[config.mk]
export PLATFORM = sky130hd
export DESIGN_NAME = led_matrix_pixel_mapper_core
export DESIGN_NICKNAME = d
export VERILOG_FILES = /design/src/sv/lmpm_pkg.sv /design/src/sv/led_matrix_pixel_mapper_core.sv
export SDC_FILE = /design/constraint.sdc
export NUM_CORES = 1
export LEC_CHECK = 0
export BUFFER_PORTS_ARGS = -buffer_cell sky130_fd_sc_hd__buf_2
export CAP_MARGIN = 25
export CORE_ASPECT_RATIO = 1.25
export CORE_MARGIN = 2
export CORE_UTILIZATION = 52
export DETAILED_ROUTE_END_ITERATION = 8
export PLACE_DENSITY = 0.7
export SKIP_LAST_GASP = 1
export SYNTH_ARGS = -nofsm -noshare
export SYNTH_HDL_FRONTEND = slang
export SYNTH_SLANG_ARGS = --single-unit
export TNS_END_PERCENT = 10
[constraint.sdc]
create_clock -name clk -period 7.2 [get_ports clk]
set_clock_uncertainty 0.15 [all_clocks]
set_input_delay 0.72 -clock clk [delete_from_list [all_inputs] [get_ports clk]]
set_output_delay 0.72 -clock clk [all_outputs]
set_load 0.02 [all_outputs]
[src/sv/lmpm_pkg.sv]
// ----------------------------------------------------------------------------
// lmpm_pkg
// Shared types, constants and helpers of the LED matrix pixel mapper:
// default geometry, register indexes, wiring codes and colour scaling.
// ----------------------------------------------------------------------------
package lmpm_pkg;

	// default geometry of the matrix
	localparam int DEF_MATRIX_WIDTH  = 16;
	localparam int DEF_MATRIX_HEIGHT = 7;
	localparam int DEF_LED_COUNT     = 112;

	// field widths
	localparam int COORD_X_W    = 6;
	localparam int COORD_Y_W    = 5;
	localparam int COLOR_W      = 24;
	localparam int CHAN_W       = 8;
	localparam int LED_INDEX_W  = 7;
	localparam int CFG_INDEX_W  = 2;
	localparam int CFG_DATA_W   = 2;

	// signed working width of the index arithmetic, wide enough for any
	// geometry in range (width up to 32, height up to 16, positions to 511)
	localparam int POS_W = 12;

	typedef logic signed [POS_W-1:0] pos_t;

	// configuration register indexes
	typedef enum logic [CFG_INDEX_W-1:0] {
		CFG_START_CORNER  = 2'd0,
		CFG_RUN_DIRECTION = 2'd1,
		CFG_LAYOUT_MODE   = 2'd2
	} cfg_index_t;

	// starting corner as seen on the register
	typedef enum logic [1:0] {
		CORNER_TOP_LEFT     = 2'd0,
		CORNER_TOP_RIGHT    = 2'd1,
		CORNER_BOTTOM_LEFT  = 2'd2,
		CORNER_BOTTOM_RIGHT = 2'd3
	} corner_t;

	// connection code of the strip's first LED
	typedef enum logic [1:0] {
		CONN_LEFT_BOTTOM  = 2'd0,
		CONN_LEFT_TOP     = 2'd1,
		CONN_RIGHT_TOP    = 2'd2,
		CONN_RIGHT_BOTTOM = 2'd3
	} conn_t;

	// run direction
	typedef enum logic [1:0] {
		DIR_RIGHT = 2'd0,
		DIR_UP    = 2'd1,
		DIR_LEFT  = 2'd2,
		DIR_DOWN  = 2'd3
	} dir_t;

	// wiring code: connection in bits 1..0, direction in bits 3..2
	typedef logic [3:0] wiring_t;

	localparam wiring_t WIRE_LB_UP    = {DIR_UP,    CONN_LEFT_BOTTOM};
	localparam wiring_t WIRE_LT_RIGHT = {DIR_RIGHT, CONN_LEFT_TOP};
	localparam wiring_t WIRE_LT_DOWN  = {DIR_DOWN,  CONN_LEFT_TOP};
	localparam wiring_t WIRE_RT_LEFT  = {DIR_LEFT,  CONN_RIGHT_TOP};
	localparam wiring_t WIRE_RT_DOWN  = {DIR_DOWN,  CONN_RIGHT_TOP};
	localparam wiring_t WIRE_RB_LEFT  = {DIR_LEFT,  CONN_RIGHT_BOTTOM};
	localparam wiring_t WIRE_RB_UP    = {DIR_UP,    CONN_RIGHT_BOTTOM};

	// layout mode
	localparam logic LAYOUT_ZIGZAG   = 1'b0;
	localparam logic LAYOUT_PARALLEL = 1'b1;

	// register reset values
	localparam logic [1:0] RST_START_CORNER  = CORNER_BOTTOM_LEFT;
	localparam logic [1:0] RST_RUN_DIRECTION = DIR_UP;
	localparam logic       RST_LAYOUT_MODE   = LAYOUT_ZIGZAG;

	// starting corner to connection code
	function automatic conn_t corner_to_conn(input logic [1:0] corner);
		conn_t conn;
		case (corner)
			CORNER_TOP_LEFT:     conn = CONN_LEFT_TOP;
			CORNER_TOP_RIGHT:    conn = CONN_RIGHT_TOP;
			CORNER_BOTTOM_LEFT:  conn = CONN_LEFT_BOTTOM;
			CORNER_BOTTOM_RIGHT: conn = CONN_RIGHT_BOTTOM;
			default:             conn = CONN_LEFT_BOTTOM;
		endcase
		return conn;
	endfunction

	// floor(c * b / 255), exact for every 16-bit product:
	// q = (p + (p >> 8) + 1) >> 8
	function automatic logic [CHAN_W-1:0] scale_channel(
		input logic [CHAN_W-1:0] c,
		input logic [CHAN_W-1:0] b
	);
		logic [2*CHAN_W-1:0] prod;
		logic [2*CHAN_W:0]   sum;
		prod = c * b;
		sum  = {1'b0, prod} + {{(CHAN_W+1){1'b0}}, prod[2*CHAN_W-1:CHAN_W]}
			+ {{(2*CHAN_W){1'b0}}, 1'b1};
		return sum[2*CHAN_W-1:CHAN_W];
	endfunction

endpackage

[src/sv/led_matrix_pixel_mapper_core.sv]
// ----------------------------------------------------------------------------
// led_matrix_pixel_mapper_core
// Maps a pixel write on a serpentine- or parallel-wired LED matrix to its strip position
// and scales the colour channels by the brightness.
// ----------------------------------------------------------------------------
//
//  channel  | direction | handshake                   | payload
//  ---------+-----------+-----------------------------+-------------------------
//  pixel    | in        | pixel_valid / pixel_stall   | coord_x coord_y color_word
//           |           |                             | brightness
//  result   | out       | result_valid / result_stall | accepted led_index red_out
//           |           |                             | green_out blue_out
//  cfg      | in        | cfg_valid / cfg_ready       | cfg_index cfg_data
//
// two register stages: input register, then the mapping and scaling logic
// into the result register. one pixel is taken every cycle while
// pixel_stall is low. pixel_stall rises only when both stages hold a
// transaction and result_stall is high. reset clears the valid flags and
// loads the register defaults; cfg_ready is always high.
//
module led_matrix_pixel_mapper_core
	import lmpm_pkg::*;
#(
	parameter int MATRIX_WIDTH  = DEF_MATRIX_WIDTH,
	parameter int MATRIX_HEIGHT = DEF_MATRIX_HEIGHT,
	parameter int LED_COUNT     = DEF_LED_COUNT
) (
	input  logic                          clk,
	input  logic                          arst_n,

	input  logic                          pixel_valid,
	output logic                          pixel_stall,
	input  logic signed [COORD_X_W-1:0]   coord_x,
	input  logic signed [COORD_Y_W-1:0]   coord_y,
	input  logic        [COLOR_W-1:0]     color_word,
	input  logic        [CHAN_W-1:0]      brightness,

	output logic                          result_valid,
	input  logic                          result_stall,
	output logic                          accepted,
	output logic        [LED_INDEX_W-1:0] led_index,
	output logic        [CHAN_W-1:0]      red_out,
	output logic        [CHAN_W-1:0]      green_out,
	output logic        [CHAN_W-1:0]      blue_out,

	input  logic                          cfg_valid,
	output logic                          cfg_ready,
	input  logic        [CFG_INDEX_W-1:0] cfg_index,
	input  logic        [CFG_DATA_W-1:0]  cfg_data
);

	localparam pos_t W_P   = POS_W'(MATRIX_WIDTH);
	localparam pos_t H_P   = POS_W'(MATRIX_HEIGHT);
	localparam pos_t LC_P  = POS_W'(LED_COUNT);
	localparam pos_t ONE_P = POS_W'(1);

	// configuration registers
	logic [1:0] start_corner_q;
	logic [1:0] run_direction_q;
	logic       layout_mode_q;

	// stage 1: input register
	logic                        valid_s1;
	logic signed [COORD_X_W-1:0] coord_x_s1;
	logic signed [COORD_Y_W-1:0] coord_y_s1;
	logic        [COLOR_W-1:0]   color_s1;
	logic        [CHAN_W-1:0]    bright_s1;

	// stage 2: result register
	logic                   valid_s2;
	logic                   accepted_s2;
	logic [LED_INDEX_W-1:0] index_s2;
	logic [CHAN_W-1:0]      red_s2;
	logic [CHAN_W-1:0]      green_s2;
	logic [CHAN_W-1:0]      blue_s2;

	logic load_s1;
	logic load_s2;

	// mapping logic
	pos_t                   xs;
	pos_t                   ys;
	pos_t                   cx;
	pos_t                   cy;
	pos_t                   row_len;
	pos_t                   pos;
	wiring_t                wiring;
	logic                   in_range;
	logic [LED_INDEX_W-1:0] index_d;

	// flow control
	assign load_s2     = valid_s1 && (!valid_s2 || !result_stall);
	assign load_s1     = pixel_valid && !pixel_stall;
	assign pixel_stall = valid_s1 && !load_s2;
	assign cfg_ready   = 1'b1;

	// configuration writes, indexes beyond the list are dropped
	always_ff @(posedge clk or negedge arst_n) begin
		if (!arst_n) begin
			start_corner_q  <= RST_START_CORNER;
			run_direction_q <= RST_RUN_DIRECTION;
			layout_mode_q   <= RST_LAYOUT_MODE;
		end else if (cfg_valid && cfg_ready) begin
			case (cfg_index)
				CFG_START_CORNER:  start_corner_q  <= cfg_data[1:0];
				CFG_RUN_DIRECTION: run_direction_q <= cfg_data[1:0];
				CFG_LAYOUT_MODE:   layout_mode_q   <= cfg_data[0];
				default: ;
			endcase
		end
	end

	// stage 1 valid
	always_ff @(posedge clk or negedge arst_n) begin
		if (!arst_n) begin
			valid_s1 <= 1'b0;
		end else if (load_s1) begin
			valid_s1 <= 1'b1;
		end else if (load_s2) begin
			valid_s1 <= 1'b0;
		end
	end

	// stage 1 payload
	always_ff @(posedge clk) begin
		if (load_s1) begin
			coord_x_s1 <= coord_x;
			coord_y_s1 <= coord_y;
			color_s1   <= color_word;
			bright_s1  <= brightness;
		end
	end

	// coordinates in working width and range check
	assign xs       = pos_t'(coord_x_s1);
	assign ys       = pos_t'(coord_y_s1);
	assign in_range = (xs >= 0) && (xs < W_P) && (ys >= 0) && (ys < H_P);
	assign wiring   = {run_direction_q, corner_to_conn(start_corner_q)};

	// axis swap and mirror per wiring
	always_comb begin
		cx      = xs;
		cy      = ys;
		row_len = W_P;
		case (wiring)
			WIRE_LB_UP: begin
				cx      = ys;
				cy      = xs;
				row_len = H_P;
			end
			WIRE_LT_RIGHT: begin
				cy = H_P - ys - ONE_P;
			end
			WIRE_LT_DOWN: begin
				cx      = H_P - ys - ONE_P;
				cy      = xs;
				row_len = H_P;
			end
			WIRE_RT_LEFT: begin
				cx = W_P - xs - ONE_P;
				cy = H_P - ys - ONE_P;
			end
			WIRE_RT_DOWN: begin
				cx      = H_P - ys - ONE_P;
				cy      = W_P - xs - ONE_P;
				row_len = H_P;
			end
			WIRE_RB_LEFT: begin
				cx = W_P - xs - ONE_P;
			end
			WIRE_RB_UP: begin
				cx      = ys;
				cy      = W_P - xs - ONE_P;
				row_len = H_P;
			end
			default: ;
		endcase
	end

	// strip position, odd rows reversed in zigzag layout
	always_comb begin
		if (layout_mode_q == LAYOUT_PARALLEL || !cy[0]) begin
			pos = cy * row_len + cx;
		end else begin
			pos = cy * row_len + (row_len - cx - ONE_P);
		end
		if (pos < 0 || pos >= LC_P) begin
			index_d = '0;
		end else begin
			index_d = pos[LED_INDEX_W-1:0];
		end
	end

	// stage 2 valid
	always_ff @(posedge clk or negedge arst_n) begin
		if (!arst_n) begin
			valid_s2 <= 1'b0;
		end else if (load_s2) begin
			valid_s2 <= 1'b1;
		end else if (!result_stall) begin
			valid_s2 <= 1'b0;
		end
	end

	// stage 2 payload, zero fields for an out-of-range pixel
	always_ff @(posedge clk) begin
		if (load_s2) begin
			accepted_s2 <= in_range;
			if (in_range) begin
				index_s2 <= index_d;
				red_s2   <= scale_channel(color_s1[23:16], bright_s1);
				green_s2 <= scale_channel(color_s1[15:8], bright_s1);
				blue_s2  <= scale_channel(color_s1[7:0], bright_s1);
			end else begin
				index_s2 <= '0;
				red_s2   <= '0;
				green_s2 <= '0;
				blue_s2  <= '0;
			end
		end
	end

	// result outputs
	assign result_valid = valid_s2;
	assign accepted     = accepted_s2;
	assign led_index    = index_s2;
	assign red_out      = red_s2;
	assign green_out    = green_s2;
	assign blue_out     = blue_s2;

endmodule

==> impl_metrics.env <==
export IMPL_status="finished, final reports clean"
export IMPL_vias=9586
export IMPL_hp_class="in -> async"
export IMPL_numCtsBuffers=9
export IMPL_ys_types=80
export IMPL_hold_slack_ps=37.07
export IMPL_place_inst=1715
export IMPL_area_delta_synth_final_pct=10.19
export IMPL_slew_headroom_pct=53.66
export IMPL_rows=63
export IMPL_wl_per_cell_um=15.25
export IMPL_io_buffers=85
export IMPL_total_power_w=0.005486
export IMPL_ant_nets=0
export IMPL_cts_buffer_depth=2
export IMPL_wl_mm=26.58
export IMPL_clk_pin_slew_ps=70
export IMPL_synthArstFlopShare_pct=8.537
export IMPL_vias_per_cell=5.500
export IMPL_start_util_pct=52.47
export IMPL_dieArea_mm2=0.02504
export IMPL_multi_input_area_mm2=0.009011
export IMPL_cts_tree="built"
export IMPL_grt_pass1_wl_mm=44.49
export IMPL_gp_congestion=0.8706
export IMPL_io_pins=87
export IMPL_grt_overflow=0
export IMPL_setup_viol=0
export IMPL_power_density_mw_per_mm2=402.6
export IMPL_end_kind="flip-flop"
export IMPL_synth_area_mm2=0.01237
export IMPL_cp_common_cell="nor2_1"
export IMPL_nNetsFinal=1797
export IMPL_grt_max_degree=33
export IMPL_hold_viol=0
export IMPL_h_tree_depth=3
export IMPL_drv_cap=0
export IMPL_synthesis_nets=1700
export IMPL_ys_warn_count=0
export IMPL_synth_ff_type="edfxtp_1"
export IMPL_synthCells=1347
export IMPL_place_area_mm2=0.01322
export IMPL_cts_sinks=82
export IMPL_dieHeight_um=176.4
export IMPL_tightestPinTransition_ps=695.0
export IMPL_syn_area_per_cell_um2=9.180
export IMPL_required_ps=7220
export IMPL_critPathArrivalTime_ps=6800
export IMPL_regArea_mm2=0.002430
export IMPL_fp_dieW_um=141.9
export IMPL_grtUsageTotal_pct=22.22
export IMPL_root_buffer="clkbuf_16"
export IMPL_yosysSeqAreaShare_pct=19.65
export IMPL_period_share_pct=94.27
export IMPL_grt_pass1_vias=9430
export IMPL_fmax_ghz=0.1473
export IMPL_rsz0062_at_grt="yes"
export IMPL_reg2reg_depth=29
export IMPL_critPathLaunchType="flip-flop"
export IMPL_crit_type="reg -> reg"
export IMPL_leakage_nw=6.807
export IMPL_critPathMaxStageDelay_ps=730
export IMPL_critPathSlowestCell="dfstp_2"
export IMPL_fill_cells=2052
export IMPL_firstDrtPassIters=5
export IMPL_insertion_delay_ps=370
export IMPL_crit_path_max_fanout=16
export IMPL_vdd_drop_max_uv=228.2
export IMPL_grt_antenna_before_repair=3
export IMPL_dpl_hpwl_mm=21.44
export IMPL_route_detailed_drc=0
export IMPL_postCtsHoldBufs=0
export IMPL_drt_iter0_drc=418
export IMPL_synth_edf_count=75
export IMPL_drive_above_1_share_pct=11.46
export IMPL_drv_slew=0
export IMPL_min_period_ps=6787
export IMPL_final_cells=1743
export IMPL_design_area_mm2=0.01363
export IMPL_ys_ff_latch=82
export IMPL_coreArea_mm2=0.02357
## where the power goes
part	internal (W)	total, W	switching, W
combinational	0.00190	0.00436	0.00247
clock	0.000272	0.000496	0.000224
sequential	0.000572	0.000628	0.0000567
total	0.00274	0.00549	0.00275
## stage by stage
| stage | utilization (%) | setup TNS, ps | setup WS (ps) |
|---|---|---|---|
| after global placement | 56.01 | 0 | 533.0 |
| final | 57.81 | 0 | 412.8 |
| after floorplan | - | 0 | 689.6 |
| after CTS | 57.37 | 0 | 187.9 |
| after global routing | 57.79 | -17.05 | -17.05 |
| after detailed placement | 56.09 | 0 | 256.0 |
## routing by layer
metal / track usage (%) / wire, µm
met1: 27.84 / 11200
met2: 39.04 / 13530
met3: 3.743 / 1303
met4: 7.167 / 532
met5: 0 / 13
## area by class of cell
class,count,area share [%]
Multi-Input combinational cell,1017,66.13
Sequential cell,82,17.83
Inverter,215,5.923
Timing Repair Buffer,119,5.179
Tap cell,292,2.681
Clock buffer,9,1.653
Clock inverter,7,0.5601
Antenna cell,2,0.03673
## what timing repair did
action | in CTS | in global routing
resized for setup | 0 | 2
setup buffers | 0 | 10
setup endpoints to repair | 0 | 10
## synth_stat cells (8+ instances only)
master	count	area share, %
inv_1	213	6.5
ha_1	178	18
nand2_1	139	4.2
fa_1	123	20
and2_1	103	5.2
edfxtp_1	75	18
nor2_1	74	2.2
a21oi_1	58	2.3
xnor2_1	40	2.8
o21ai_0	35	1.4
xor2_1	25	1.8
clkbuf_1	23	0.70
nor3_1	22	0.89
nand3_1	20	0.81
a21o_1	18	1.1
o21bai_1	12	0.73
nand2b_1	10	0.51
o31ai_1	10	0.61
a211oi_1	9	0.55
o21a_1	9	0.55
or3_1	8	0.40
## worst max-delay path, delay by kind of cell (launching register included)
family	cells	cell delay [ps]
flops	1	730
buf+inv	5	560
simple gates	9	1340
fa+ha+maj	6	2250
compound gates	7	1250
xor+xnor	2	290
## worst paths after layout
kind	startpoint	endpoint	slack, ps
max	run_direction_q[0]$_DFFE_PN1P_	led_index[2]$_SDFFCE_PP0P_	410
min	arst_n	run_direction_q[1]$_DFFE_PN0P_	40
max reg2reg	run_direction_q[0]$_DFFE_PN1P_	led_index[2]$_SDFFCE_PP0P_	410
min reg2reg	valid_s1$_DFFE_PN0P_	result_valid$_DFFE_PN0P_	330
max in group asynchronous	arst_n	run_direction_q[0]$_DFFE_PN1P_	6630
min in group clk	valid_s1$_DFFE_PN0P_	result_valid$_DFFE_PN0P_	330
## registers in the layout (all words and copies together), names as in the netlist
register,flops
accepted,1
blue_out,8
bright_s1,8
color_s1,24
coord_x_s1,6
coord_y_s1,5
green_out,8
layout_mode_q,1
led_index,7
red_out,8
result_valid,1
run_direction_q,2
start_corner_q,2
valid_s1,1
## cells by family after synthesis
| kind of cell | synth area share, % |
|---|---|
| AND/OR/NAND/NOR | 17.30 |
| adder cells (fa/ha/maj) | 37.92 |
| buffers and inverters | 7.670 |
| AO/OA/AOI/OAI | 11.50 |
| flip-flops | 19.65 |
| XOR/XNOR | 5.059 |
| multiplexers | 0.8600 |
| other | 0.03033 |
## layout by cell type (no fill, tap or decap), drive strengths merged, types with 9 or more instances in the layout
master,instances
inv,217
ha,178
nand2,139
fa,123
buf,119
and2,103
edfxtp,75
nor2,74
a21oi,58
xnor2,42
o21ai,39
xor2,25
nor3,22
nand3,21
a21o,18
o21bai,12
nand2b,10
o31ai,10
o21a,9
a211oi,9
clkbuf,9
Note: power is estimated with default switching activity, not from simulation.
